--- config.mk ---
export PLATFORM = sky130hd
export DESIGN_NAME = pdol_data_builder
export DESIGN_NICKNAME = d
export VERILOG_FILES = /design/src/sv/pdb_pkg.sv /design/src/sv/pdb_value_mem.sv /design/src/sv/pdol_data_builder.sv
export SDC_FILE = /design/constraint.sdc
export NUM_CORES = 1
export LEC_CHECK = 0
export ABC_CLOCK_PERIOD_IN_PS = 6100
export BUFFER_PORTS_ARGS = -buffer_cell sky130_fd_sc_hd__clkbuf_2
export CAP_MARGIN = 20
export CORE_ASPECT_RATIO = 1.2
export CORE_UTILIZATION = 35
export DETAILED_ROUTE_END_ITERATION = 12
export PLACE_DENSITY = 0.52
export SLEW_MARGIN = 20
export SYNTH_ARGS = -nofsm -noshare
export SYNTH_HDL_FRONTEND = slang
export SYNTH_HIERARCHICAL = 1
export SYNTH_SLANG_ARGS = --single-unit
--- constraint.sdc ---
create_clock -name clk -period 6.1 [get_ports clk]
set_clock_uncertainty 0.05 [all_clocks]
set_input_delay 1.22 -clock clk [delete_from_list [all_inputs] [get_ports clk]]
set_output_delay 1.22 -clock clk [all_outputs]
set_load 0.02 [all_outputs]
--- src/sv/pdb_pkg.sv ---
// ----------------------------------------------------------------------------
// pdb_pkg
// Types, tag codes, entry codes and terminal value tables shared by the
// data object list related data builder.
// ----------------------------------------------------------------------------
package pdb_pkg;

	localparam int VAL_W   = 48;
	localparam int NUM_VAL = 8;
	localparam int ADDR_W  = 3;
	localparam int IDX_W   = 4;

	typedef logic [VAL_W-1:0]  value_t;
	typedef logic [ADDR_W-1:0] addr_t;
	typedef logic [3:0]        entry_t;

	// parser phase
	typedef enum logic [1:0] {
		PH_TAG1 = 2'd0,
		PH_TAG2 = 2'd1,
		PH_LEN  = 2'd2
	} phase_t;

	// entry codes, entry n > 0 lives at memory address n-1
	localparam entry_t E_ZERO = 4'd0;
	localparam entry_t E_TTI  = 4'd1;
	localparam entry_t E_TTQ  = 4'd2;
	localparam entry_t E_AMT  = 4'd3;
	localparam entry_t E_CTRY = 4'd4;
	localparam entry_t E_CURR = 4'd5;
	localparam entry_t E_DATE = 4'd6;
	localparam entry_t E_UN   = 4'd7;
	localparam entry_t E_MTI  = 4'd8;

	// register indexes
	localparam logic [IDX_W-1:0] R_TTI  = 4'd0;
	localparam logic [IDX_W-1:0] R_TTQ  = 4'd1;
	localparam logic [IDX_W-1:0] R_AMT  = 4'd2;
	localparam logic [IDX_W-1:0] R_CTRY = 4'd3;
	localparam logic [IDX_W-1:0] R_CURR = 4'd4;
	localparam logic [IDX_W-1:0] R_DATE = 4'd5;
	localparam logic [IDX_W-1:0] R_UN   = 4'd6;
	localparam logic [IDX_W-1:0] R_MTI  = 4'd7;

	// tags
	localparam logic [7:0]  T_DATE = 8'h9A;
	localparam logic [7:0]  T_TVR  = 8'h95;
	localparam logic [7:0]  T_TYPE = 8'h9C;
	localparam logic [7:0]  T_TCH  = 8'h98;
	localparam logic [15:0] T_TTI  = 16'h9F59;
	localparam logic [15:0] T_TTQ  = 16'h9F66;
	localparam logic [15:0] T_AMT  = 16'h9F02;
	localparam logic [15:0] T_CTRY = 16'h9F1A;
	localparam logic [15:0] T_CURR = 16'h5F2A;
	localparam logic [15:0] T_UN   = 16'h9F37;
	localparam logic [15:0] T_MTI  = 16'h9F58;

	// reset values, left aligned so byte k of a run is bits [47-8k -: 8]
	localparam value_t RESET_VAL [NUM_VAL] = '{
		48'hC88000_000000,
		48'h79004080_0000,
		48'h000000100000,
		48'h0124_00000000,
		48'h0124_00000000,
		48'h190101_000000,
		48'h823DDE7A_0000,
		48'h01_0000000000
	};

	typedef struct packed {
		logic   wr_en;
		addr_t  wr_addr;
		value_t wr_data;
		logic   rd_en;
		addr_t  rd_addr;
	} mem_req_t;

	// {known, entry} for a first tag byte
	function automatic logic [4:0] one_byte_entry(input logic [7:0] b);
		logic [4:0] r;
		unique case (b)
			T_DATE:                 r = {1'b1, E_DATE};
			T_TVR, T_TYPE, T_TCH:   r = {1'b1, E_ZERO};
			default:                r = {1'b0, E_ZERO};
		endcase
		return r;
	endfunction

	function automatic entry_t two_byte_entry(input logic [15:0] tag);
		entry_t r;
		unique case (tag)
			T_TTI:   r = E_TTI;
			T_TTQ:   r = E_TTQ;
			T_AMT:   r = E_AMT;
			T_CTRY:  r = E_CTRY;
			T_CURR:  r = E_CURR;
			T_UN:    r = E_UN;
			T_MTI:   r = E_MTI;
			default: r = E_ZERO;
		endcase
		return r;
	endfunction

	// left align a written value by its byte size, dropping bits above it
	function automatic value_t align_value(input logic [IDX_W-1:0] idx, input value_t d);
		value_t r;
		unique case (idx)
			R_TTI, R_DATE: r = {d[23:0], 24'h0};
			R_TTQ, R_UN:   r = {d[31:0], 16'h0};
			R_AMT:         r = d;
			R_CTRY, R_CURR: r = {d[15:0], 32'h0};
			R_MTI:         r = {d[7:0], 40'h0};
			default:       r = '0;
		endcase
		return r;
	endfunction

endpackage

--- src/sv/pdb_value_mem.sv ---
// ----------------------------------------------------------------------------
// pdb_value_mem
// Terminal value store: one write and one registered read per cycle; an
// entry never written reads as its reset value.
// ----------------------------------------------------------------------------
module pdb_value_mem (
	input  logic              clk,
	input  logic              arst_n,
	input  pdb_pkg::mem_req_t req,
	output pdb_pkg::value_t   rdata
);
	import pdb_pkg::*;

	value_t             mem [NUM_VAL];
	logic [NUM_VAL-1:0] valid_q;
	value_t             rdata_q;

	always_ff @(posedge clk or negedge arst_n) begin
		if (!arst_n) begin
			valid_q <= '0;
		end else if (req.wr_en) begin
			valid_q[req.wr_addr] <= 1'b1;
		end
	end

	always_ff @(posedge clk) begin
		if (req.wr_en) begin
			mem[req.wr_addr] <= req.wr_data;
		end
		if (req.rd_en) begin
			rdata_q <= valid_q[req.rd_addr] ? mem[req.rd_addr] : RESET_VAL[req.rd_addr];
		end
	end

	assign rdata = rdata_q;

endmodule

--- src/sv/pdol_data_builder.sv ---
// ----------------------------------------------------------------------------
// pdol_data_builder
// Builds related data for a data object list, one value byte per word out.
// ----------------------------------------------------------------------------
// tag bytes and zero lengths: parser stays idle, next word accepted right after
// length byte of n: accepting it issues the value memory read, ST_READ loads the
// shift register, then min(n, MAX_RUN) bytes leave at one byte per cycle when out_ready is high
// one item is in flight at a time
// reset: parser back to the tag phase, all values return to their defaults
module pdol_data_builder #(
	parameter int MAX_RUN = 64
) (
	input  logic                      clk,
	input  logic                      arst_n,
	input  logic                      in_valid,
	output logic                      in_ready,
	input  logic [7:0]                list_byte,
	input  logic                      list_end,
	output logic                      out_valid,
	input  logic                      out_ready,
	output logic [7:0]                data_byte,
	output logic                      last_of_run,
	output logic                      list_done,
	output logic                      length_clamped,
	input  logic                      cfg_valid,
	output logic                      cfg_ready,
	input  logic [pdb_pkg::IDX_W-1:0] cfg_index,
	input  logic [pdb_pkg::VAL_W-1:0] cfg_data
);
	import pdb_pkg::*;

	localparam int CW = $clog2(MAX_RUN + 1);
	localparam logic [8:0]    MAX_RUN_W = 9'(MAX_RUN);
	localparam logic [CW-1:0] MAX_RUN_C = CW'(MAX_RUN);

	typedef enum logic [2:0] {
		ST_IDLE = 3'b001,
		ST_READ = 3'b010,
		ST_EMIT = 3'b100
	} state_t;

	state_t          state_q;
	phase_t          phase_q;
	logic [7:0]      first_tag_q;
	entry_t          entry_q;
	logic [CW-1:0]   cnt_q;
	value_t          shreg_q;
	logic            end_q;
	logic            clamp_q;
	logic            zero_q;

	mem_req_t        req;
	value_t          rdata;
	logic            in_acc;
	logic            out_acc;
	logic            over;
	logic [CW-1:0]   len;
	logic [4:0]      one_e;

	pdb_value_mem u_mem (
		.clk    (clk),
		.arst_n (arst_n),
		.req    (req),
		.rdata  (rdata)
	);

	assign in_ready  = (state_q == ST_IDLE);
	assign cfg_ready = 1'b1;
	assign in_acc    = in_valid && in_ready;
	assign out_valid = (state_q == ST_EMIT);
	assign out_acc   = out_valid && out_ready;

	assign over  = {1'b0, list_byte} > MAX_RUN_W;
	assign len   = over ? MAX_RUN_C : list_byte[CW-1:0];
	assign one_e = one_byte_entry(list_byte);

	always_comb begin
		req.wr_en   = cfg_valid && (cfg_index < IDX_W'(NUM_VAL));
		req.wr_addr = cfg_index[ADDR_W-1:0];
		req.wr_data = align_value(cfg_index, cfg_data);
		req.rd_en   = in_acc && (phase_q == PH_LEN);
		req.rd_addr = ADDR_W'(entry_q - 4'd1);
	end

	always_ff @(posedge clk or negedge arst_n) begin
		if (!arst_n) begin
			state_q     <= ST_IDLE;
			phase_q     <= PH_TAG1;
			first_tag_q <= '0;
			entry_q     <= E_ZERO;
			cnt_q       <= '0;
		end else begin
			unique case (state_q)
				ST_IDLE: begin
					if (in_acc) begin
						case (phase_q)
							PH_LEN: begin
								phase_q <= PH_TAG1;
								cnt_q   <= len;
								if (len != '0) begin
									state_q <= ST_READ;
								end
							end
							PH_TAG2: begin
								entry_q <= two_byte_entry({first_tag_q, list_byte});
								phase_q <= list_end ? PH_TAG1 : PH_LEN;
							end
							default: begin
								first_tag_q <= list_byte;
								if (one_e[4]) begin
									entry_q <= one_e[3:0];
								end
								if (list_end) begin
									phase_q <= PH_TAG1;
								end else begin
									phase_q <= one_e[4] ? PH_LEN : PH_TAG2;
								end
							end
						endcase
					end
				end
				ST_READ: begin
					state_q <= ST_EMIT;
				end
				ST_EMIT: begin
					if (out_acc) begin
						cnt_q <= cnt_q - 1'b1;
						if (cnt_q == CW'(1)) begin
							state_q <= ST_IDLE;
						end
					end
				end
				default: begin
					state_q <= ST_IDLE;
				end
			endcase
		end
	end

	// run payload
	always_ff @(posedge clk) begin
		if (in_acc && (phase_q == PH_LEN)) begin
			end_q   <= list_end;
			clamp_q <= over;
			zero_q  <= (entry_q == E_ZERO);
		end
		if (state_q == ST_READ) begin
			shreg_q <= zero_q ? '0 : rdata;
		end else if (out_acc) begin
			// bytes past the value size shift in as zeros
			shreg_q <= {shreg_q[VAL_W-9:0], 8'h00};
		end
	end

	assign data_byte      = shreg_q[VAL_W-1 -: 8];
	assign last_of_run    = (cnt_q == CW'(1));
	assign list_done      = end_q;
	assign length_clamped = clamp_q;

	a_no_overlap: assert property (@(posedge clk) disable iff (!arst_n)
		!(in_ready && out_valid))
		else $error("input and output open together");

	a_emit_count: assert property (@(posedge clk) disable iff (!arst_n)
		out_valid |-> (cnt_q != '0))
		else $error("word offered with empty run count");

	a_read_then_emit: assert property (@(posedge clk) disable iff (!arst_n)
		(state_q == ST_READ) |=> (state_q == ST_EMIT))
		else $error("memory read not followed by emit");

	a_last_to_idle: assert property (@(posedge clk) disable iff (!arst_n)
		(out_acc && last_of_run) |=> in_ready)
		else $error("run did not end after last word");

endmodule

==> key figures <==
Die
  – Initial core utilization: 0.354
  – Core area: 59,700 um^2
  – Die height: 271 um
  – IO Pins: 80
  – Die W: 226 um
  – Die area: 61,400 um^2
  – Row count: 98

Finish
  – Share of layout cells above drive strength 1: 0.244
  – Antenna cells: 0
  – Multi-input logic area: 5490 um^2
  – Commonest non-fill, non-tap cell in the layout: edfxtp_1
  – Register area: 15,300 um^2
  – Filler cells: 5,424
  – Most frequent cells in the layout: 483 x edfxtp_1, 99 x nand2_1, 99 x mux4_2
  – Final Net Count: 1,373
  – Area Overhead vs Synth: 14.6%

Timing
  – Hold Fails Final Rpt: 0
  – Fin crit share: 0.608
  – Max Slew Vio Count: 0
  – Crit path time final: 3.71 ns
  – RSZ-0062 raised after global routing: no
  – Final setup TNS: 0 ns
  – # setup viols final: 0
  – Fmax: 0.270 GHz
  – Relative slew slack: 0.335
  – Worst-margin pin slew: 0.997 ns

Power and ir drop
  – PD cells: 348 nW/um^2
  – Final Total Pwr: 8.44 mW
  – Peak VDD IR: 0.195 mV
  – Static Leak: 7.71 nW

Yosys
  – Yosys top cell by area: edfxtp_1
  – Ys async rst share: 0.0621
  – Top_reg_cell synth: edfxtp_1
  – Avg Synthesized Cell Area: 17.4 um^2
  – Top post-synthesis cells by area: edfxtp_1 69%, mux4_2 11%, dfrtp_1 3.7%
  – Synth Warn #: 6
  – Flip-flop and latch count after synthesis: 515
  – Mapped Cells: 1,215
  – Post-synth EDFFs: 483
  – Count of different cell masters after synthesis: 63
  – Syn_nets: 1,292
  – Register area share after synthesis: 0.724
  – Yosys top cell area share: 0.686
  – Cell Area, Synth: 21,200 um^2

Worst hold path
  – Hold crit path type: reg -> reg

Worst setup path
  – Critical path's slowest cell: mux2i_4
  – Crit start category: flip-flop
  – Crit Path Category: reg -> reg
  – Crit-path cells: inv_6 -> ha_1 -> inv_4 -> mux4_2 -> mux2i_4 -> buf_4 -> o21ai_0
  – Crit path capture type: flip-flop
  – CP peak stage delay: 0.69 ns
  – CP max FO: 39
  – CP required: 6.34 ns
  – CP arrival: 3.94 ns

Status
  – Status: finished, final reports clean

Clock network
  – Post-CTS Hold Fix Bufs: 0
  – Worst-Skew Late Latency: 0.59 ns
  – Cts repair resizes: 0
  – Root Buffer Master: clkbuf_16
  – CTS Buffer Depth: 3
  – CTS buffer count: 52
  – CTS tree: built
  – Post-CTS setup buffer count: 0
  – CTS Sinks: 515
  – Reg clk slew, reported paths: 0.06 ns
  – H-tree level count: 2

Placement
  – Port Buffers: 78
  – Post-DP HPWL: 28.1 mm
  – Final RePlAce weighted congestion: 0.750

Drt
  – Drt drc: 0
  – Via count: 11.2k
  – Routed Antenna Nets: 0
  – TritonRoute pass-1 iters: 7
  – WL/cell: 23.2 um
  – Starting DRC count in detailed routing: 869
  – Vias/cell: 5.23
  – Total Wirelength: 49.6 mm

GRT
  – Global-route wire length before repair: 75.0 mm
  – Total GRT Usage: 0.165
  – Initial antenna violation count: 2
  – Vias in the first global route: 11.7k
  – Gr ovfl total: 0
  – Largest net degree at the start of global routing: 64

Run
  – Max cap viols: 0
## logic make-up (layout without fill, tap and decap cells)
| group | count (synthesis) | in the layout | share of synthesized area |
|---|---|---|---|
| compound gates | 144 | 144 | 0.0454 |
| xor+xnor | 2 | 2 | 0.000828 |
| fa+ha+maj | 11 | 11 | 0.00651 |
| buf+inv | 97 | 219 | 0.0218 |
| flops | 515 | 515 | 0.724 |
| mux | 151 | 151 | 0.131 |
| other cells | 1 | 1 | 0.000177 |
| simple gates | 294 | 294 | 0.0709 |
## routing by layer
metal  track usage  up-vias  share of wire
li1              -     4936              -
met1         0.223     5910           0.44
met2         0.272      260           0.49
met3        0.0317       72          0.051
met4        0.0453        0          0.021
met5             0        -              0
## state kept, by name, summed over array words and instances, names as in the netlist, 2 cells and up
| register | cells |
|---|---|
| first_tag_q | 8 |
| phase_q | 2 |
| u_mem/valid_q | 8 |
| cnt_q | 7 |
| entry_q | 4 |
| state_q | 3 |
| shreg_q | 48 |
| u_mem/rdata | 48 |
| u_mem/mem | 384 |
## critical path, delay by kind of cell, from the launching register on
family,cells,cell delay (ns)
flops,1,0.42
compound gates,1,0.14
mux,2,1.22
buf+inv,3,1.22
fa+ha+maj,1,0.34
## area by class of cell
| type | instances | area share |
|---|---|---|
| clock buffers | 61 | 0.0568 |
| clock inverters | 34 | 0.0169 |
| inverters | 22 | 0.00372 |
| multi-input cells | 603 | 0.227 |
| flip-flops and latches | 515 | 0.631 |
| well taps | 800 | 0.0413 |
| repair buffers | 102 | 0.0235 |
## path summary, 6_finish.rpt
check | from | endpoint | cells after the start | slack, ns
max | entry_q[0] | u_mem/rdata[22] | 7 | 2.39
min | u_mem/valid_q[7] | u_mem/valid_q[7] | 1 | 0.42
max reg2reg | entry_q[0] | u_mem/rdata[22] | 7 | 2.39
min reg2reg | u_mem/valid_q[7] | u_mem/valid_q[7] | 1 | 0.42
max in group asynchronous | arst_n | u_mem/valid_q[1] | 1 | 4.78
min in group asynchronous | arst_n | phase_q[1] | 1 | 0.68
## synth_stat cells, types with 16 or more instances
master,count
a21oi_1,16
buf_2,22
nand3_1,16
mux4_2,99
clkbuf_1,36
nand2b_1,50
dfrtp_1,31
nor2_1,48
o21ai_0,65
edfxtp_1,483
and2_1,25
mux2i_1,43
inv_1,21
a222oi_1,24
nand2_1,100
## stage by stage
step                      cells  setup WS [ns]  cell area [um^2]  utilization  hold slack, ns
after floorplan            1215          0.745             21200            -           0.384
after global placement     2042           2.33             22500        0.376           0.399
after detailed placement   2042           2.28             22500        0.376           0.404
after CTS                  2137           2.28             24200        0.406           0.424
after global routing       2137           2.09             24200        0.406           0.440
final                      2137           2.39             24200        0.406           0.423
## power breakdown
part | internal (mW) | switching [mW]
combinational | 0.374 | 0.606
clock | 1.99 | 1.34
sequential | 4.06 | 0.0631
total | 6.42 | 2.01
(Power assumes the default switching activity.)
